[src/rtl/core/fbpa_pkg.sv]
// ----------------------------------------------------------------------------
// fbpa_pkg
// shared types and constants for the fixed block pool allocator
// ----------------------------------------------------------------------------
package fbpa_pkg;

    localparam int BLOCKS   = 256;
    localparam int IDX_W    = $clog2(BLOCKS);
    localparam int CNT_W    = 9;
    localparam int ADDR_W   = 32;
    localparam int STRIDE_W = 16;
    localparam int SPAN_W   = CNT_W + STRIDE_W;
    localparam int STEP_W   = (IDX_W > 1) ? $clog2(IDX_W) : 1;
    localparam int CFG_IDX_W = 2;

    typedef enum logic [1:0] {
        CMD_ALLOC = 2'd0,
        CMD_FREE  = 2'd1,
        CMD_RESET = 2'd2,
        CMD_NOP   = 2'd3
    } t_cmd;

    typedef enum logic [1:0] {
        ST_OK        = 2'd0,
        ST_EMPTY     = 2'd1,
        ST_NOT_OWNED = 2'd2,
        ST_NONE_USED = 2'd3
    } t_status;

    typedef enum logic [CFG_IDX_W-1:0] {
        CFG_BASE   = 2'd0,
        CFG_STRIDE = 2'd1,
        CFG_COUNT  = 2'd2
    } t_cfg_idx;

    typedef enum logic [1:0] {
        S_IDLE,
        S_EXEC,
        S_DIV
    } t_state;

    typedef struct packed {
        logic                start;
        logic [SPAN_W-1:0]   dividend;
        logic [STRIDE_W-1:0] divisor;
    } t_div_req;

    typedef struct packed {
        logic             done;
        logic [IDX_W-1:0] quot;
        logic             exact;
    } t_div_rsp;

endpackage

[src/rtl/core/fbpa_div.sv]
// ----------------------------------------------------------------------------
// fbpa_div
// restoring divider: block offset over stride, one quotient bit per cycle
// ----------------------------------------------------------------------------
module fbpa_div (
    input  logic              i_clk,
    input  logic              i_rst_n,
    input  fbpa_pkg::t_div_req i_req,
    output fbpa_pkg::t_div_rsp o_rsp
);
    import fbpa_pkg::*;

    logic                r_run;
    logic                r_done;
    logic [STEP_W-1:0]   r_left;
    logic [SPAN_W-1:0]   r_rem;
    logic [SPAN_W-1:0]   r_dsr;
    logic [IDX_W-1:0]    r_quot;
    logic [SPAN_W:0]     trial;

    // dividend is known to be below BLOCKS * divisor, so IDX_W bits of quotient suffice
    assign trial = {1'b0, r_rem} - {1'b0, r_dsr};

    always_ff @(posedge i_clk) begin
        if (!i_rst_n) begin
            r_run  <= 1'b0;
            r_done <= 1'b0;
        end else begin
            r_done <= 1'b0;
            if (i_req.start) begin
                r_run <= 1'b1;
            end else if (r_run && (r_left == '0)) begin
                r_run  <= 1'b0;
                r_done <= 1'b1;
            end
        end
    end

    always_ff @(posedge i_clk) begin
        if (i_req.start) begin
            r_left <= STEP_W'(IDX_W - 1);
            r_rem  <= i_req.dividend;
            r_dsr  <= SPAN_W'(i_req.divisor) << (IDX_W - 1);
            r_quot <= '0;
        end else if (r_run) begin
            r_left <= r_left - STEP_W'(1);
            r_dsr  <= r_dsr >> 1;
            if (!trial[SPAN_W]) begin
                r_rem  <= trial[SPAN_W-1:0];
                r_quot <= {r_quot[IDX_W-2:0], 1'b1};
            end else begin
                r_quot <= {r_quot[IDX_W-2:0], 1'b0};
            end
        end
    end

    assign o_rsp.done  = r_done;
    assign o_rsp.quot  = r_quot;
    assign o_rsp.exact = (r_rem == '0);

endmodule

[src/rtl/core/fixed_block_pool_allocator_top.sv]
// ----------------------------------------------------------------------------
// fixed_block_pool_allocator_top
// fixed-size block allocator with a lifo free list held in a link memory
// ----------------------------------------------------------------------------
// A command is taken when start is high and busy is low; exactly one result
// follows, shown for a single cycle with o_strobe high, and the receiver
// cannot stall it. Allocate, reset-list, undefined commands and frees of an
// address outside the pool pass through the registered link-memory read at
// the free head and then the execute state, which resolves and registers
// the result. A free of an address inside the pool then runs the restoring
// divider that turns the byte offset into a block index and checks the
// stride alignment, one quotient bit per cycle. The link memory needs no
// clearing pass: a per-entry valid bit, cleared by reset and by the
// reset-list command, makes an untouched entry read as its index plus one.
// Configuration writes are always accepted (o_cfg_ready is tied high) and
// must only be issued while the block is idle.
// ----------------------------------------------------------------------------
module fixed_block_pool_allocator_top (
    input  logic                               i_clk,
    input  logic                               i_rst_n,
    input  logic                               start,
    output logic                               busy,
    input  logic [1:0]                         i_cmd,
    input  logic [fbpa_pkg::ADDR_W-1:0]        i_block_address,
    output logic                               o_strobe,
    output logic [1:0]                         o_status,
    output logic [fbpa_pkg::ADDR_W-1:0]        o_granted_address,
    output logic [fbpa_pkg::CNT_W-1:0]         o_used_count,
    output logic [fbpa_pkg::CNT_W-1:0]         o_available_count,
    output logic [fbpa_pkg::CNT_W-1:0]         o_peak_used,
    input  logic                               i_cfg_valid,
    output logic                               o_cfg_ready,
    input  logic [fbpa_pkg::CFG_IDX_W-1:0]     i_cfg_index,
    input  logic [fbpa_pkg::ADDR_W-1:0]        i_cfg_data
);
    import fbpa_pkg::*;

    // configuration registers
    logic [ADDR_W-1:0]   r_base;
    logic [STRIDE_W-1:0] r_stride;
    logic [CNT_W-1:0]    r_count;

    // allocator state
    t_state              r_state, n_state;
    t_cmd                r_cmd;
    logic [CNT_W-1:0]    r_head, n_head;
    logic [CNT_W-1:0]    r_used, n_used;
    logic [CNT_W-1:0]    r_peak, n_peak;
    logic [ADDR_W:0]     r_off;
    logic [SPAN_W-1:0]   r_span;

    // link memory, its valid bits and the registered read port
    logic [CNT_W-1:0]    r_link [BLOCKS];
    logic [BLOCKS-1:0]   r_lvld;
    logic [CNT_W-1:0]    r_rd_data;
    logic                r_rd_vld;

    // result registers
    logic                r_strobe;
    t_status             r_status;
    logic [ADDR_W-1:0]   r_grant;
    logic [CNT_W-1:0]    r_used_o;
    logic [CNT_W-1:0]    r_avail_o;
    logic [CNT_W-1:0]    r_peak_o;

    // combinational controls
    logic                accept;
    logic [CNT_W-1:0]    eff_cnt;
    logic [IDX_W-1:0]    head_idx;
    logic [IDX_W+STRIDE_W-1:0] grant_ofs;
    logic                owned_range;
    logic                n_fire;
    t_status             n_status;
    logic [ADDR_W-1:0]   n_grant;
    logic                link_we;
    logic                link_clr;
    logic [IDX_W-1:0]    link_waddr;
    t_div_req            div_req;
    t_div_rsp            div_rsp;

    assign accept      = start && !busy;
    assign busy        = (r_state != S_IDLE);
    assign o_cfg_ready = 1'b1;

    // pool size clamped to the link memory depth
    assign eff_cnt   = (r_count > CNT_W'(BLOCKS)) ? CNT_W'(BLOCKS) : r_count;
    assign head_idx  = r_head[IDX_W-1:0];
    assign grant_ofs = head_idx * r_stride;

    // base <= addr < base + span with no wrap: borrow clear and offset below span
    assign owned_range = !r_off[ADDR_W] && (r_off[ADDR_W-1:0] < ADDR_W'(r_span));

    // configuration transfers
    always_ff @(posedge i_clk) begin
        if (!i_rst_n) begin
            r_base   <= '0;
            r_stride <= STRIDE_W'(16);
            r_count  <= CNT_W'(BLOCKS);
        end else if (i_cfg_valid && o_cfg_ready) begin
            case (t_cfg_idx'(i_cfg_index))
                CFG_BASE:   r_base   <= i_cfg_data;
                CFG_STRIDE: r_stride <= i_cfg_data[STRIDE_W-1:0];
                CFG_COUNT:  r_count  <= i_cfg_data[CNT_W-1:0];
                default: ;
            endcase
        end
    end

    fbpa_div u_div (
        .i_clk   (i_clk),
        .i_rst_n (i_rst_n),
        .i_req   (div_req),
        .o_rsp   (div_rsp)
    );

    // next state and result
    always_comb begin
        n_state    = r_state;
        n_head     = r_head;
        n_used     = r_used;
        n_peak     = r_peak;
        n_fire     = 1'b0;
        n_status   = ST_OK;
        n_grant    = '0;
        link_we    = 1'b0;
        link_clr   = 1'b0;
        link_waddr = div_rsp.quot;
        div_req.start    = 1'b0;
        div_req.dividend = r_off[SPAN_W-1:0];
        div_req.divisor  = r_stride;

        case (r_state)
            S_IDLE: begin
                if (accept) begin
                    n_state = S_EXEC;
                end
            end
            S_EXEC: begin
                case (r_cmd)
                    CMD_ALLOC: begin
                        n_fire  = 1'b1;
                        n_state = S_IDLE;
                        if ((r_head >= eff_cnt) || (r_used >= eff_cnt)) begin
                            n_status = ST_EMPTY;
                        end else begin
                            // untouched entries still link to their successor
                            n_head  = r_rd_vld ? r_rd_data : CNT_W'(head_idx) + CNT_W'(1);
                            n_grant = r_base + ADDR_W'(grant_ofs);
                            n_used  = r_used + CNT_W'(1);
                            if (n_used > r_peak) begin
                                n_peak = n_used;
                            end
                        end
                    end
                    CMD_FREE: begin
                        if (owned_range) begin
                            div_req.start = 1'b1;
                            n_state       = S_DIV;
                        end else begin
                            n_fire   = 1'b1;
                            n_status = ST_NOT_OWNED;
                            n_state  = S_IDLE;
                        end
                    end
                    CMD_RESET: begin
                        n_fire   = 1'b1;
                        n_head   = '0;
                        n_used   = '0;
                        link_clr = 1'b1;
                        n_state  = S_IDLE;
                    end
                    default: begin
                        n_fire  = 1'b1;
                        n_state = S_IDLE;
                    end
                endcase
            end
            S_DIV: begin
                if (div_rsp.done) begin
                    n_fire  = 1'b1;
                    n_state = S_IDLE;
                    if (!div_rsp.exact) begin
                        n_status = ST_NOT_OWNED;
                    end else if (r_used == '0) begin
                        n_status = ST_NONE_USED;
                    end else begin
                        // push the freed block onto the list head
                        link_we = 1'b1;
                        n_head  = CNT_W'(div_rsp.quot);
                        n_used  = r_used - CNT_W'(1);
                    end
                end
            end
            default: begin
                n_state = S_IDLE;
            end
        endcase
    end

    // state machine and allocator control state
    always_ff @(posedge i_clk) begin
        if (!i_rst_n) begin
            r_state <= S_IDLE;
            r_head  <= '0;
            r_used  <= '0;
            r_peak  <= '0;
        end else begin
            r_state <= n_state;
            r_head  <= n_head;
            r_used  <= n_used;
            r_peak  <= n_peak;
        end
    end

    // command capture, offset and span registered at the transfer
    always_ff @(posedge i_clk) begin
        if (accept) begin
            r_cmd  <= t_cmd'(i_cmd);
            r_off  <= {1'b0, i_block_address} - {1'b0, r_base};
            r_span <= eff_cnt * r_stride;
        end
    end

    // link memory: one write and one registered read per cycle
    always_ff @(posedge i_clk) begin
        if (link_we) begin
            r_link[link_waddr] <= r_head;
        end
        if (accept) begin
            r_rd_data <= r_link[head_idx];
        end
    end

    always_ff @(posedge i_clk) begin
        if (!i_rst_n) begin
            r_lvld <= '0;
        end else if (link_clr) begin
            r_lvld <= '0;
        end else if (link_we) begin
            r_lvld[link_waddr] <= 1'b1;
        end
    end

    always_ff @(posedge i_clk) begin
        if (accept) begin
            r_rd_vld <= r_lvld[head_idx];
        end
    end

    // result registers
    always_ff @(posedge i_clk) begin
        if (!i_rst_n) begin
            r_strobe <= 1'b0;
        end else begin
            r_strobe <= n_fire;
        end
    end

    always_ff @(posedge i_clk) begin
        if (n_fire) begin
            r_status  <= n_status;
            r_grant   <= n_grant;
            r_used_o  <= n_used;
            r_avail_o <= (eff_cnt > n_used) ? (eff_cnt - n_used) : '0;
            r_peak_o  <= n_peak;
        end
    end

    assign o_strobe          = r_strobe;
    assign o_status          = r_status;
    assign o_granted_address = r_grant;
    assign o_used_count      = r_used_o;
    assign o_available_count = r_avail_o;
    assign o_peak_used       = r_peak_o;

    // one result per command, and the result strobe is never high back to back
    a_strobe_single: assert property (@(posedge i_clk) disable iff (!i_rst_n)
        o_strobe |=> !o_strobe)
        else $error("result strobe held for two cycles");

    // the divider only finishes while a free is waiting for it
    a_div_done_state: assert property (@(posedge i_clk) disable iff (!i_rst_n)
        div_rsp.done |-> (r_state == S_DIV))
        else $error("divider finished outside a free");

    // head index and used count stay within the pool depth
    a_head_range: assert property (@(posedge i_clk) disable iff (!i_rst_n)
        (r_head <= CNT_W'(BLOCKS)) && (r_used <= CNT_W'(BLOCKS)))
        else $error("free head or used count beyond pool depth");

    // a successful allocate raises the used count by one
    a_alloc_count: assert property (@(posedge i_clk) disable iff (!i_rst_n)
        (r_state == S_EXEC && r_cmd == CMD_ALLOC && n_status == ST_OK)
            |=> (r_used == $past(r_used) + CNT_W'(1)))
        else $error("allocate did not count the block");

endmodule

[config.mk]
export PLATFORM = sky130hd
export DESIGN_NAME = fixed_block_pool_allocator_top
export DESIGN_NICKNAME = d
export VERILOG_FILES = /design/src/rtl/core/fbpa_pkg.sv /design/src/rtl/core/fbpa_div.sv /design/src/rtl/core/fixed_block_pool_allocator_top.sv
export SDC_FILE = /design/constraint.sdc
export NUM_CORES = 2
export LEC_CHECK = 0
export ABC_AREA = 1
export BUFFER_PORTS_ARGS = -buffer_cell sky130_fd_sc_hd__buf_2
export CELL_PAD_IN_SITES_DETAIL_PLACEMENT = 0
export CELL_PAD_IN_SITES_GLOBAL_PLACEMENT = 1
export CORE_AREA = 2 2 601 483
export CTS_CLUSTER_DIAMETER = 30
export CTS_CLUSTER_SIZE = 25
export DETAILED_ROUTE_END_ITERATION = 16
export DIE_AREA = 0 0 603 485
export PLACE_DENSITY = 0.76
export SYNTH_ARGS = -nofsm -noshare
export SYNTH_HDL_FRONTEND = slang
export SYNTH_SLANG_ARGS = --single-unit
[constraint.sdc]
create_clock -name i_clk -period 9.65 [get_ports i_clk]
set_input_delay 0.4825 -clock i_clk [delete_from_list [all_inputs] [get_ports i_clk]]
set_output_delay 0.4825 -clock i_clk [all_outputs]
set_load 0.03 [all_outputs]
==> flow_metrics.env <==
export IMPL_wire_per_inst_um=22.9
export IMPL_finalCriticalPeriod_ns=6.26
export IMPL_cp_common_cell="inv_1"
export IMPL_path_buf_inv=8
export IMPL_status="finished clean"
export IMPL_drive_gt1_share_pct=9.61
export IMPL_num_rows=176
export IMPL_async_reset_ff_share_pct=0
export IMPL_holdPathStages=4
export IMPL_crit_arrival_ns=6.91
export IMPL_finalHoldViolCount=0
export IMPL_grt_pass1_vias=87879
export IMPL_vias=91728
export IMPL_synthTopCellsByArea="edfxtp_1 58%, nor2_1 6.1%, o21ai_0 6.0%"
export IMPL_rsz0062_at_grt="false"
export IMPL_fmax_mhz=160
export IMPL_tns_ns=0
export IMPL_cp_end_kind="flop"
export IMPL_ys_ff_latch=2839
export IMPL_fin_cells=16387
export IMPL_clockBufferDepth=4
export IMPL_max_slew_worst_pin_slew_ns=1.21
export IMPL_wirelength_um=375000
export IMPL_fin_area_mm2=0.149
export IMPL_crit_fanout=23
export IMPL_post_cts_resized=0
export IMPL_required_ns=10.30
export IMPL_antenna_left=0
export IMPL_grt_max_degree=236
export IMPL_critPathTopFamily="adder cells"
export IMPL_postCtsSetupBuffers=0
export IMPL_synthTopCellsByCount="2476 x edfxtp_1, 2074 x nor2_1, 1537 x o21ai_0, 1430 x nand2_1, 1014 x inv_1"
export IMPL_synth_net_count=12563
export IMPL_clockRootBuffer="clkbuf_16"
export IMPL_setup_violations=0
export IMPL_clkTransAtPathRegs_ns=0.05
export IMPL_ioPinCount=136
export IMPL_synth_top_cell_area_share_pct=57.9
export IMPL_peakVddDrop_mv=0.186
export IMPL_synth_warnings=0
export IMPL_core_area_mm2=0.286
export IMPL_avgSynthCellArea_um2=10.6
export IMPL_whs_endpoint="r_off[32]"
export IMPL_die_h_um=485
export IMPL_drc=0
export IMPL_synth_distinct_cells=59
export IMPL_r2r_end="r_span[24]"
export IMPL_crit_path_start_kind="flop"
export IMPL_synth_edff_count=2476
export IMPL_placed_cells=15452
export IMPL_max_stage_delay_ns=0.54
export IMPL_start_util_pct=44.8
export IMPL_routabilityCongestion=0.913
export IMPL_hold_path_class="input port to flop"
export IMPL_drv_cap=0
export IMPL_seq_area_frac_synth_pct=63.6
export IMPL_die_x_um=603
export IMPL_preCtsSetupSlack_ns=3.48
export IMPL_r2r_slack_ns=3.39
export IMPL_grt_pass1_wl_um=562000
export IMPL_first_iter_violations=11016
export IMPL_synthFlopType="edfxtp_1"
export IMPL_synth_largest_area_cell="edfxtp_1"
export IMPL_cts_sink_count=2839
export IMPL_netlist_instances=12066
export IMPL_skew_ns=0.0939
export IMPL_htreeDepth=5
export IMPL_cts_tree="built"
export IMPL_nets=12643
export IMPL_clk_latency_ns=0.95
export IMPL_synthToLayoutAreaGrowth_pct=15.9
export IMPL_fin_crit_sh_pct=64.9
export IMPL_post_dp_cell_area_mm2=0.132
export IMPL_hpwl_um=227000
export IMPL_p_leak_nw=54.5
export IMPL_antenna_found_initial=10
export IMPL_drv_slew=0
export IMPL_slew_headroom_pct=18.9
export IMPL_reg2reg_depth=25
export IMPL_crit_slowest_cell="fa_1"
export IMPL_die_area_mm2=0.292
export IMPL_grt_use_total_pct=25.2
export IMPL_path_class="flop to flop"
export IMPL_hp_start="i_block_address[31]"
export IMPL_portBuffers=134
export IMPL_via_per_inst=5.60
export IMPL_netlist_area_mm2=0.128
export IMPL_p_per_area_mw_per_mm2=255
export IMPL_worstReg2RegStart="r_count[8]"
export IMPL_cts_buffers=478
export IMPL_hold_slack_ns=0.109
export IMPL_dr_pass1_iters=6
export IMPL_grt_ovfl_total=0
export IMPL_post_route_worst_setup_slack_ns=3.39
export IMPL_synth_most_common_cell="edfxtp_1"
[worst max-delay path by stage]
stage / start / end / slack [ns] / cells past startpoint
after detailed placement: r_count[8] / r_span[24] / 3.48 / 25
after CTS: r_count[8] / r_span[24] / 3.47 / 25
final: r_count[8] / r_span[24] / 3.39 / 25
after global routing: r_count[8] / r_span[24] / 3.10 / 25
after floorplan: r_head[0] / o_granted_address[23] / 0.79 / 24
after global placement: r_count[8] / r_span[24] / 3.44 / 25
[cells by family after synthesis]
logic type / count (synthesis) / share of synthesized area, %
other cells: 1 / 0.00292
flops: 2839 / 63.6
simple gates: 4148 / 13.0
fa+ha+maj: 425 / 5.36
mux: 1 / 0.00780
buf+inv: 1744 / 5.37
compound gates: 2817 / 12.1
xor+xnor: 91 / 0.621
[timing repair]
item	in CTS	in global routing
hold buffers	41	0
hold endpoints to repair	58	0
endpoints found under the setup margin	0	0
[routing by layer]
| metal | track usage (%) | share of wire (%) | vias to the layer above |
|---|---|---|---|
| met5 | 0 | 0 | - |
| met4 | 7.15 | 2.7 | 0 |
| met3 | 4.83 | 9.3 | 616 |
| met2 | 36.9 | 43 | 4017 |
| met1 | 38.0 | 45 | 45117 |
| li1 | - | - | 41978 |
[cell usage in the layout (no fill, tap or decap), types with 56 or more instances in the layout]
master        n
a21oi_1     687
buf_2       134
buf_4       126
bufinv_16    58
clkbuf_16   483
clkinv_2     80
dfxtp_1     354
edfxtp_1   2476
fa_1        208
ha_1        217
inv_1      1004
inv_6        56
nand2_1    1429
nand3_1     508
nor2_1     2060
o211ai_1    323
o21ai_0    1537
o22ai_1     145
xor2_1       62
[registers in the layout, summed over array words and instances, names as in the netlist, 16 cells and up]
register           cells
u_div.r_rem           25
o_granted_address     32
u_div.r_dsr           23
r_link              2304
r_base                32
r_lvld               256
r_stride              16
r_span                25
r_off                 33
[tightest hold or removal path, cell delays in order]
cell	delay, ns
buf_2	0.10
ha_1	0.16
o21bai_1	0.10
a21oi_1	0.04
[through the flow]
step / total power [mW] / utilization (%)
floorplan: 18.6 / -
global placement: 21.0 / 46.1
detailed placement: 21.1 / 46.1
CTS: 38.0 / 52.0
global route: 39.3 / 52.0
finish: 38.0 / 52.0
[final cells by class]
class                      instances  area, um^2
antenna                            4        10.0
clock buffer                     539       12400
multi-input combinational       7483       39900
clock inverter                   351        3860
tap                             3827        4790
timing repair buffer             317        2350
fill                           24701      138000
sequential                      2839       81700
inverter                        1027        3900
[where the power goes]
| group | switching [mW] | total (mW) | internal [mW] | leakage, nW |
|---|---|---|---|---|
| sequential | 0.272 | 14.4 | 14.1 | 25.7 |
| combinational | 5.01 | 6.63 | 1.62 | 21.0 |
| clock | 6.14 | 17.0 | 10.8 | 7.84 |
| total | 11.4 | 38.0 | 26.5 | 54.5 |
No activity file was read; power rests on OpenSTA's default activity.
